### config.mk
export PLATFORM = sky130hd
export DESIGN_NAME = polyrhythm_pulse_scheduler_flat
export DESIGN_NICKNAME = d
export VERILOG_FILES = /design/src/hdl/pps_pkg.sv /design/src/hdl/pps_if.sv /design/src/hdl/pps_channel.sv /design/src/hdl/polyrhythm_pulse_scheduler.sv /design/src/flat_wrapper.sv
export VERILOG_INCLUDE_DIRS = /design/src /design/src/hdl
export SDC_FILE = /design/constraint.sdc
export NUM_CORES = 1
export LEC_CHECK = 0
export BUFFER_PORTS_ARGS = -buffer_cell sky130_fd_sc_hd__clkbuf_2
export CORE_MARGIN = 3
export CORE_UTILIZATION = 50
export CTS_CLUSTER_DIAMETER = 100
export DETAILED_ROUTE_END_ITERATION = 12
export PLACE_DENSITY = 0.76
export SLEW_MARGIN = 40
export SYNTH_ARGS = -nofsm -noshare
export SYNTH_HDL_FRONTEND = slang
export SYNTH_SLANG_ARGS = --single-unit
### constraint.sdc
create_clock -name clk -period 8 [get_ports clk]
set_clock_uncertainty 0.15 [all_clocks]
set_input_delay 2 -clock clk [delete_from_list [all_inputs] [get_ports clk]]
set_output_delay 2 -clock clk [all_outputs]
set_load 0.05 [all_outputs]
### src/hdl/assert_macros.svh
// ----------------------------------------------------------------------------
// assertion macros
// concurrent checks on clk; ASSERT_CLK checks are disabled while rst is high
// ----------------------------------------------------------------------------
`ifndef ASSERT_MACROS_SVH
`define ASSERT_MACROS_SVH

`ifndef SYNTHESIS

// property checked at every rising edge of clk outside reset
`define ASSERT_CLK(label, prop, msg) \
  label: assert property (@(posedge clk) disable iff (rst) (prop)) else $error(msg);

// property checked at every rising edge of clk, reset included
`define ASSERT_ALWAYS(label, prop, msg) \
  label: assert property (@(posedge clk) (prop)) else $error(msg);

`else

`define ASSERT_CLK(label, prop, msg)
`define ASSERT_ALWAYS(label, prop, msg)

`endif

`endif

### src/hdl/pps_pkg.sv
// ----------------------------------------------------------------------------
// pps_pkg
// widths, register map, reset values and shared types of the pulse scheduler
// ----------------------------------------------------------------------------
`default_nettype none

package pps_pkg;

  localparam int unsigned CNT_W        = 16;
  localparam int unsigned LED_W        = 4;
  localparam int unsigned MAX_CHANNELS = 4;
  localparam int unsigned CHANNELS_DEF = 4;
  localparam int unsigned CFG_IDX_W    = 3;

  typedef logic [CNT_W-1:0] cnt_t;

  // register map
  localparam logic [CFG_IDX_W-1:0] REG_BAR_LEN      = 3'd0;
  localparam logic [CFG_IDX_W-1:0] REG_ON_TIME      = 3'd1;
  localparam logic [CFG_IDX_W-1:0] REG_HOLD_TICKS   = 3'd2;
  localparam logic [CFG_IDX_W-1:0] REG_INTERVAL_CH0 = 3'd3;
  localparam logic [CFG_IDX_W-1:0] REG_INTERVAL_CH1 = 3'd4;
  localparam logic [CFG_IDX_W-1:0] REG_INTERVAL_CH2 = 3'd5;
  localparam logic [CFG_IDX_W-1:0] REG_INTERVAL_CH3 = 3'd6;

  // register reset values
  localparam cnt_t BAR_LEN_RST      = 16'd2931;
  localparam cnt_t ON_TIME_RST      = 16'd97;
  localparam cnt_t HOLD_TICKS_RST   = 16'd488;
  localparam cnt_t INTERVAL_CH0_RST = 16'd977;
  localparam cnt_t INTERVAL_CH1_RST = 16'd733;
  localparam cnt_t INTERVAL_CH2_RST = 16'd586;
  localparam cnt_t INTERVAL_CH3_RST = 16'd419;

  // per-tick control shared by all channels
  typedef struct packed {
    logic advance;   // tick leaves the input register this cycle
    logic run;       // running after this tick's button logic
    logic restart;   // tick resumes from pause
    logic bar_end;   // bar counter reached the end of the bar
  } tick_ctrl_t;

endpackage

`default_nettype wire

### src/hdl/pps_if.sv
// ----------------------------------------------------------------------------
// pulse scheduler stream interfaces
// tick channel in, result channel out, valid/ready handshake
// ----------------------------------------------------------------------------
`default_nettype none

interface pps_tick_if;
  logic valid;
  logic ready;
  logic button_level;

  modport source (output valid, output button_level, input ready);
  modport sink   (input valid, input button_level, output ready);
endinterface

interface pps_result_if;
  import pps_pkg::*;

  logic             valid;
  logic             ready;
  logic [LED_W-1:0] led_pattern;
  logic             running;

  modport source (output valid, output led_pattern, output running, input ready);
  modport sink   (input valid, input led_pattern, input running, output ready);
endinterface

`default_nettype wire

### src/hdl/pps_channel.sv
// ----------------------------------------------------------------------------
// pps_channel
// one pulse channel: start point, dark point and lit flag with their update
// ----------------------------------------------------------------------------
`default_nettype none

module pps_channel (
  input  logic               clk,
  input  logic               rst,
  input  pps_pkg::tick_ctrl_t ctrl,
  input  pps_pkg::cnt_t      bar_step,
  input  pps_pkg::cnt_t      on_time,
  input  pps_pkg::cnt_t      interval,
  output logic               lit_next
);
  import pps_pkg::*;

  cnt_t next_start;
  cnt_t dark_at;
  logic lit;

  cnt_t next_start_next;
  cnt_t dark_at_next;

  cnt_t ns_base;
  cnt_t da_base;
  logic lit_base;
  logic light;
  cnt_t da_lit;
  logic lit_on;
  logic darken;
  cnt_t ns_adv;

  always_comb begin
    // a resume starts from a cleared channel
    ns_base  = ctrl.restart ? '0 : next_start;
    da_base  = ctrl.restart ? '0 : dark_at;
    lit_base = ctrl.restart ? 1'b0 : lit;

    light  = (bar_step >= ns_base) && !lit_base;
    da_lit = light ? cnt_t'(ns_base + on_time) : da_base;
    lit_on = lit_base || light;
    darken = lit_on && (bar_step >= da_lit);
    ns_adv = darken ? cnt_t'(ns_base + interval) : ns_base;

    if (!ctrl.run) begin
      lit_next        = 1'b0;
      next_start_next = next_start;
      dark_at_next    = dark_at;
    end else if (ctrl.bar_end) begin
      lit_next        = 1'b0;
      next_start_next = '0;
      dark_at_next    = '0;
    end else begin
      lit_next        = lit_on && !darken;
      next_start_next = ns_adv;
      dark_at_next    = da_lit;
    end
  end

  always_ff @(posedge clk) begin
    if (rst) begin
      next_start <= '0;
      dark_at    <= '0;
      lit        <= 1'b0;
    end else if (ctrl.advance) begin
      next_start <= next_start_next;
      dark_at    <= dark_at_next;
      lit        <= lit_next;
    end
  end

endmodule

`default_nettype wire

### src/hdl/polyrhythm_pulse_scheduler.sv
// ----------------------------------------------------------------------------
// polyrhythm pulse scheduler
// bar counter with per-channel pulse trains and a hold-to-toggle run button
// ----------------------------------------------------------------------------
//  port     dir  handshake    payload
//  tick     in   valid/ready  button_level
//  result   out  valid/ready  led_pattern, running
//  cfg      in   cfg_we       cfg_index, cfg_data
//
// one tick accepted per cycle while results are taken; a result passes
// through the input register and then the result register
// while the sink holds a result back the input register keeps one further
// tick, then tick.ready falls until the result is taken
// rst restores the register defaults, running state and a cleared bar
`default_nettype none

`include "assert_macros.svh"

module polyrhythm_pulse_scheduler #(
  parameter int unsigned CHANNELS = pps_pkg::CHANNELS_DEF
) (
  input  logic                         clk,
  input  logic                         rst,
  pps_tick_if.sink                     tick,
  pps_result_if.source                 result,
  input  logic                         cfg_we,
  input  logic [pps_pkg::CFG_IDX_W-1:0] cfg_index,
  input  logic [pps_pkg::CNT_W-1:0]    cfg_data
);
  import pps_pkg::*;

  // configuration
  cnt_t bar_len;
  cnt_t on_time;
  cnt_t hold_ticks;
  cnt_t interval [MAX_CHANNELS];

  // pipeline
  logic             s1_valid;
  logic             s1_button;
  logic             res_valid;
  logic [LED_W-1:0] res_led;
  logic             res_running;
  logic             adv;

  // tick state
  logic button_held;
  cnt_t hold_count;
  logic run_flag;
  cnt_t bar_count;

  cnt_t hold_count_next;
  logic run_flag_next;
  cnt_t bar_count_next;
  cnt_t hold_inc;
  logic toggle;
  cnt_t bar_step;

  tick_ctrl_t            ctrl;
  logic [CHANNELS-1:0]   chan_lit;
  logic [LED_W-1:0]      led_next;

  always_ff @(posedge clk) begin
    if (rst) begin
      bar_len      <= BAR_LEN_RST;
      on_time      <= ON_TIME_RST;
      hold_ticks   <= HOLD_TICKS_RST;
      interval[0]  <= INTERVAL_CH0_RST;
      interval[1]  <= INTERVAL_CH1_RST;
      interval[2]  <= INTERVAL_CH2_RST;
      interval[3]  <= INTERVAL_CH3_RST;
    end else if (cfg_we) begin
      case (cfg_index)
        REG_BAR_LEN:      bar_len     <= cfg_data;
        REG_ON_TIME:      on_time     <= cfg_data;
        REG_HOLD_TICKS:   hold_ticks  <= cfg_data;
        REG_INTERVAL_CH0: interval[0] <= cfg_data;
        REG_INTERVAL_CH1: interval[1] <= cfg_data;
        REG_INTERVAL_CH2: interval[2] <= cfg_data;
        REG_INTERVAL_CH3: interval[3] <= cfg_data;
        default: ;
      endcase
    end
  end

  assign adv        = s1_valid && (!res_valid || result.ready);
  assign tick.ready = !s1_valid || adv;

  always_ff @(posedge clk) begin
    if (rst) begin
      s1_valid <= 1'b0;
    end else if (tick.ready) begin
      s1_valid <= tick.valid;
    end
    if (tick.valid && tick.ready) begin
      s1_button <= tick.button_level;
    end
  end

  // button, run/pause and bar counter
  always_comb begin
    hold_inc        = button_held ? cnt_t'(hold_count + 1'b1) : '0;
    toggle          = s1_button && (hold_inc >= hold_ticks);
    hold_count_next = (s1_button && !toggle) ? hold_inc : '0;
    run_flag_next   = run_flag ^ toggle;

    ctrl.advance = adv;
    ctrl.run     = run_flag_next;
    ctrl.restart = toggle && !run_flag;
    bar_step     = ctrl.restart ? '0 : cnt_t'(bar_count + 1'b1);
    ctrl.bar_end = bar_step >= bar_len;

    if (!run_flag_next) begin
      bar_count_next = bar_count;
    end else if (ctrl.bar_end) begin
      bar_count_next = '0;
    end else begin
      bar_count_next = bar_step;
    end
  end

  always_ff @(posedge clk) begin
    if (rst) begin
      button_held <= 1'b0;
      hold_count  <= '0;
      run_flag    <= 1'b1;
      bar_count   <= '0;
    end else if (adv) begin
      button_held <= s1_button;
      hold_count  <= hold_count_next;
      run_flag    <= run_flag_next;
      bar_count   <= bar_count_next;
    end
  end

  for (genvar i = 0; i < CHANNELS; i++) begin : g_chan
    pps_channel u_chan (
      .clk      (clk),
      .rst      (rst),
      .ctrl     (ctrl),
      .bar_step (bar_step),
      .on_time  (on_time),
      .interval (interval[i]),
      .lit_next (chan_lit[i])
    );
  end

  assign led_next = LED_W'(chan_lit);

  always_ff @(posedge clk) begin
    if (rst) begin
      res_valid <= 1'b0;
    end else if (adv) begin
      res_valid <= 1'b1;
    end else if (result.ready) begin
      res_valid <= 1'b0;
    end
    if (adv) begin
      res_led     <= led_next;
      res_running <= run_flag_next;
    end
  end

  assign result.valid       = res_valid;
  assign result.led_pattern = res_led;
  assign result.running     = res_running;

  `ASSERT_CLK(a_hold_idle, !button_held |-> hold_count == '0, "hold count set while button released")
  `ASSERT_CLK(a_pause_stable, adv && !run_flag && !toggle |=> $stable(bar_count), "bar moved while paused")
  `ASSERT_CLK(a_pause_dark, res_valid && !res_running |-> res_led == '0, "leds lit while paused")
  `ASSERT_CLK(a_unused_dark, res_valid |-> (res_led >> CHANNELS) == '0, "unused channel lit")

endmodule

`default_nettype wire
### src/flat_wrapper.sv
// flat-port wrapper written by rule: the top's interface ports become plain ports
module polyrhythm_pulse_scheduler_flat import pps_pkg::*;
#(
  parameter int unsigned CHANNELS = pps_pkg::CHANNELS_DEF
)
  (clk, rst, cfg_we, cfg_index, cfg_data, tick_valid, tick_button_level, tick_ready, result_valid, result_led_pattern, result_running, result_ready);
  pps_tick_if tick_i ();
  pps_result_if result_i ();
  input  logic clk;
  input  logic rst;
  input  logic cfg_we;
  input  logic [pps_pkg::CFG_IDX_W-1:0] cfg_index;
  input  logic [pps_pkg::CNT_W-1:0] cfg_data;
  input wire logic [$bits(tick_i.valid)-1:0] tick_valid;
  input wire logic [$bits(tick_i.button_level)-1:0] tick_button_level;
  output wire logic [$bits(tick_i.ready)-1:0] tick_ready;
  output wire logic [$bits(result_i.valid)-1:0] result_valid;
  output wire logic [$bits(result_i.led_pattern)-1:0] result_led_pattern;
  output wire logic [$bits(result_i.running)-1:0] result_running;
  input wire logic [$bits(result_i.ready)-1:0] result_ready;
  assign tick_i.valid = tick_valid;
  assign tick_i.button_level = tick_button_level;
  assign tick_ready = tick_i.ready;
  assign result_valid = result_i.valid;
  assign result_led_pattern = result_i.led_pattern;
  assign result_running = result_i.running;
  assign result_i.ready = result_ready;
  polyrhythm_pulse_scheduler #(.CHANNELS(CHANNELS)) u_core (.clk(clk), .rst(rst), .tick(tick_i), .result(result_i), .cfg_we(cfg_we), .cfg_index(cfg_index), .cfg_data(cfg_data));
endmodule
==> metrics.cfg <==
[global_routing]
grt_pass1_vias=17849
grt_start_max_net_pins=69
antenna_found_initial=5
grt_remaining_overflow=0
grt_pass1_wl_um=99400
grt.total_usage_pct=29.2

[pwr]
p_clk_share_pct=40.2
switchingPower_mw=1.26
intPower_mw=2.96
power.total_mw=4.22
seqPwrFrac_pct=37.5
p_sw_share_pct=29.8
pwr-share-comb_pct=22.3
powerDensity_mw_per_mm2=180
irDropWorstVdd_v=0.000142
leakagePower_nw=10.4

[logic_synthesis]
yosys_warnings=0
syn-num-nets=2718
synth_area_leader_cell=dfxtp_1
yosysSeqAreaShare_pct=31.4
yosysMostFrequentCell=nand2_1
avgSynthCellArea_um2=8.50
async_flop_share_pct=0
synth_ff_type=dfxtp_1
netlist.area_leader.share_pct=21.1
ys_types=75
synth_commonest_cells=nand2_1, ha_1, dfxtp_1
ys_seq_elements=286
synth_edf_count=70
mappedNetlistArea_mm2=0.0205
syn_inst=2411
synth_area_leaders=dfxtp_1, ha_1, edfxtp_1

[timing]
finalCriticalPeriod_ns=7.92
hold_viol=0
max_freq_mhz=126
finalMaxSlewViolations=0
slew_headroom_pct=44.0
worstMarginPinSlew_ns=0.839
setup_viol=0
finalCritPeriodShare_pct=98.9

[critical_path]
worst_path_max_delay_cell=dfxtp_2
critPathTopFamily=compound AO/OA/AOI/OAI gates
required_ns=8.26
startpoint_type=flip-flop
worst_ep_arrival_time_ns=8.17
reg2reg_slack_ns=0.08
criticalPathCategory=reg2reg
path_buf_inv=4
ff2ff_path_depth=39
cp_slowest_stage_delay_ns=0.36
cp-end-kind=flip-flop
r2r-end=u_core.g_chan[2].u_chan.next_start[15]
worstPathMaxFanout=12
r2r_start=u_core.hold_count[5]
cp_common_cell=nand4_1

[detailed_routing]
drt_iter0_drc=1745
via_per_inst=6.17
wl_per_cell_um=21.8
ant_nets=0
vias=18830
drt_pass1_iterations=6
remaining_drc_errors=0
routed_wl_um=66400

[cts]
cts_root_buf=clkbuf_16
clkLatencyLatePin_ns=0.55
cts_tree=built
hold_buffers=0
cts_htree_levels=2
cts.sinks=286
cts_buffers=35
clock_path_buffers=3
clk_pin_slew_worst_paths_ns=0.06

[worst_hold_path]
hold_path_startpoint=u_core.g_chan[1].u_chan.next_start[4]
worstHoldPathCells=2
hp-class=reg2reg
min_to=u_core.g_chan[1].u_chan.next_start[4]

[cells_and_area]
drive_gt1_share_pct=10.8
stdcell_area_mm2=0.0234
areaGrowthSynthToFinish_pct=14.2
register_area_mm2=0.00643
fillers=3385
multi_input_comb_area_mm2=0.0135
nNetsFinal=2802

[placement]
gp_congestion=0.923
hpwl_um=46700
numPortBuffers=31
placed_area_mm2=0.0217

[floorplan]
die_h_um=208
die-width_um=208
start_util_pct=51.1
num_rows=73
ioPinCount=32
die-area_mm2=0.0434
core_area_mm2=0.0401

[job]
cap_violations=0

[outcome]
status=complete, no violations

## flip-flops by register name, summed over array words and instances, names as in the netlist
name	count
u_core.s1_button	1
u_core.interval	64
u_core.s1_valid	1
u_core.hold_count	16
u_core.bar_len	16
u_core.g_chan.u_chan.dark_at	64
u_core.result.running	1
u_core.g_chan.u_chan.lit	4
u_core.button_held	1
u_core.bar_count	16
u_core.result.led_pattern	4
u_core.hold_ticks	16
u_core.g_chan.u_chan.next_start	64
u_core.result.valid	1
u_core.run_flag	1
u_core.on_time	16
## cells by family (layout without fill, tap and decap cells)
family / Yosys count / in the layout / synth area share (%)
flops: 286 / 286 / 31.4
fa+ha+maj: 282 / 282 / 17.5
other cells: 0 / 4 / 0
mux: 22 / 22 / 1.11
xor+xnor: 122 / 122 / 5.25
simple gates: 798 / 798 / 18.9
compound gates: 677 / 677 / 21.7
buf+inv: 224 / 334 / 4.23
## layout by cell type (no fill, tap or decap), types with 8 or more instances in the layout
master,instances
nand2_1,340
ha_1,273
dfxtp_1,214
a21oi_1,184
o21ai_0,140
inv_1,134
nor2_1,93
buf_4,86
xnor2_1,76
a22o_1,74
edfxtp_1,70
and2_1,59
a21o_1,58
xor2_1,44
nand3_1,43
or3_1,43
nor3b_1,41
clkbuf_16,38
nor2b_1,37
nor3_1,35
clkbuf_2,31
nand2b_1,30
o211ai_1,27
nand4_1,19
o21a_1,18
and3_1,18
mux2i_1,17
a211oi_1,16
a31oi_1,13
o21ai_1,11
o2bb2ai_1,9
o21bai_1,9
a21boi_0,8
fa_1,8
buf_12,8
## metal layers
metal	global-route usage, %	part of all wire [%]	vias to the layer above
met4	17.0	6.4	4
met5	0	0.041	-
met3	6.29	10	250
li1	-	-	8872
met1	37.8	40	8806
met2	45.0	43	898
## through the flow
| stage | setup slack, ns | hold slack (ns) | util, % | cells | TNS (ns) |
|---|---|---|---|---|---|
| 5_1_grt | -0.0962 | 0.320 | 58.3 | 3046 | -1.07 |
| 2_1_floorplan | 0.0295 | 0.267 | - | 2411 | 0 |
| 3_5_place_dp | -0.217 | 0.289 | 54.2 | 2966 | -3.84 |
| 6_report | 0.0841 | 0.295 | 58.4 | 3050 | 0 |
| 4_1_cts | 0.00918 | 0.297 | 57.4 | 3031 | 0 |
| 3_3_place_gp | -0.0889 | 0.276 | 54.2 | 2965 | -0.727 |
## worst reg2reg max path, delay by kind of cell, from the launching register on
kind | cells | cell delay [ns]
compound gates | 14 | 2.72
simple gates | 13 | 1.97
fa+ha+maj | 5 | 1.29
buf+inv | 4 | 0.71
xor+xnor | 3 | 0.59
flops | 1 | 0.36
## how the worst max path moves through the flow
stage	start	to	slack [ns]	cells after the start
2_1_floorplan	u_core.hold_count[3]	u_core.g_chan[0].u_chan.next_start[13]	0.03	43
3_3_place_gp	u_core.hold_count[5]	u_core.g_chan[0].u_chan.next_start[11]	-0.09	37
3_5_place_dp	u_core.hold_count[5]	u_core.g_chan[0].u_chan.next_start[11]	-0.22	37
4_1_cts	u_core.hold_count[5]	u_core.g_chan[2].u_chan.next_start[11]	0.009	40
5_1_grt	u_core.hold_count[5]	u_core.g_chan[2].u_chan.next_start[15]	-0.1	39
6_report	u_core.hold_count[5]	u_core.g_chan[2].u_chan.next_start[15]	0.08	39
## power by group through the flow
| stage | Combinational (mW) | Sequential, mW | Clock, mW |
|---|---|---|---|
| floorplan | 0.574 | 1.61 | 0 |
| global placement | 0.840 | 1.61 | 0 |
| detailed placement | 0.866 | 1.61 | 0 |
| CTS | 0.880 | 1.58 | 1.71 |
| global route | 1.02 | 1.59 | 1.77 |
| finish | 0.943 | 1.58 | 1.70 |
## area by class of cell
class                           count  area share (%)
Antenna cell                        4          0.0428
Clock buffer                       44            4.11
Clock inverter                     19            1.07
Inverter                          138            2.26
Multi-Input combinational cell   1901            57.7
Sequential cell                   286            27.5
Tap cell                          525            2.81
Timing Repair Buffer              133            4.54
## repair_timing
action	CTS	global route
setup buffers	2	14
resized for setup	15	64
endpoints found under the setup margin	38	72
pin swaps	1	31
cloned	0	1
Note: power is estimated with default switching activity, not from simulation.
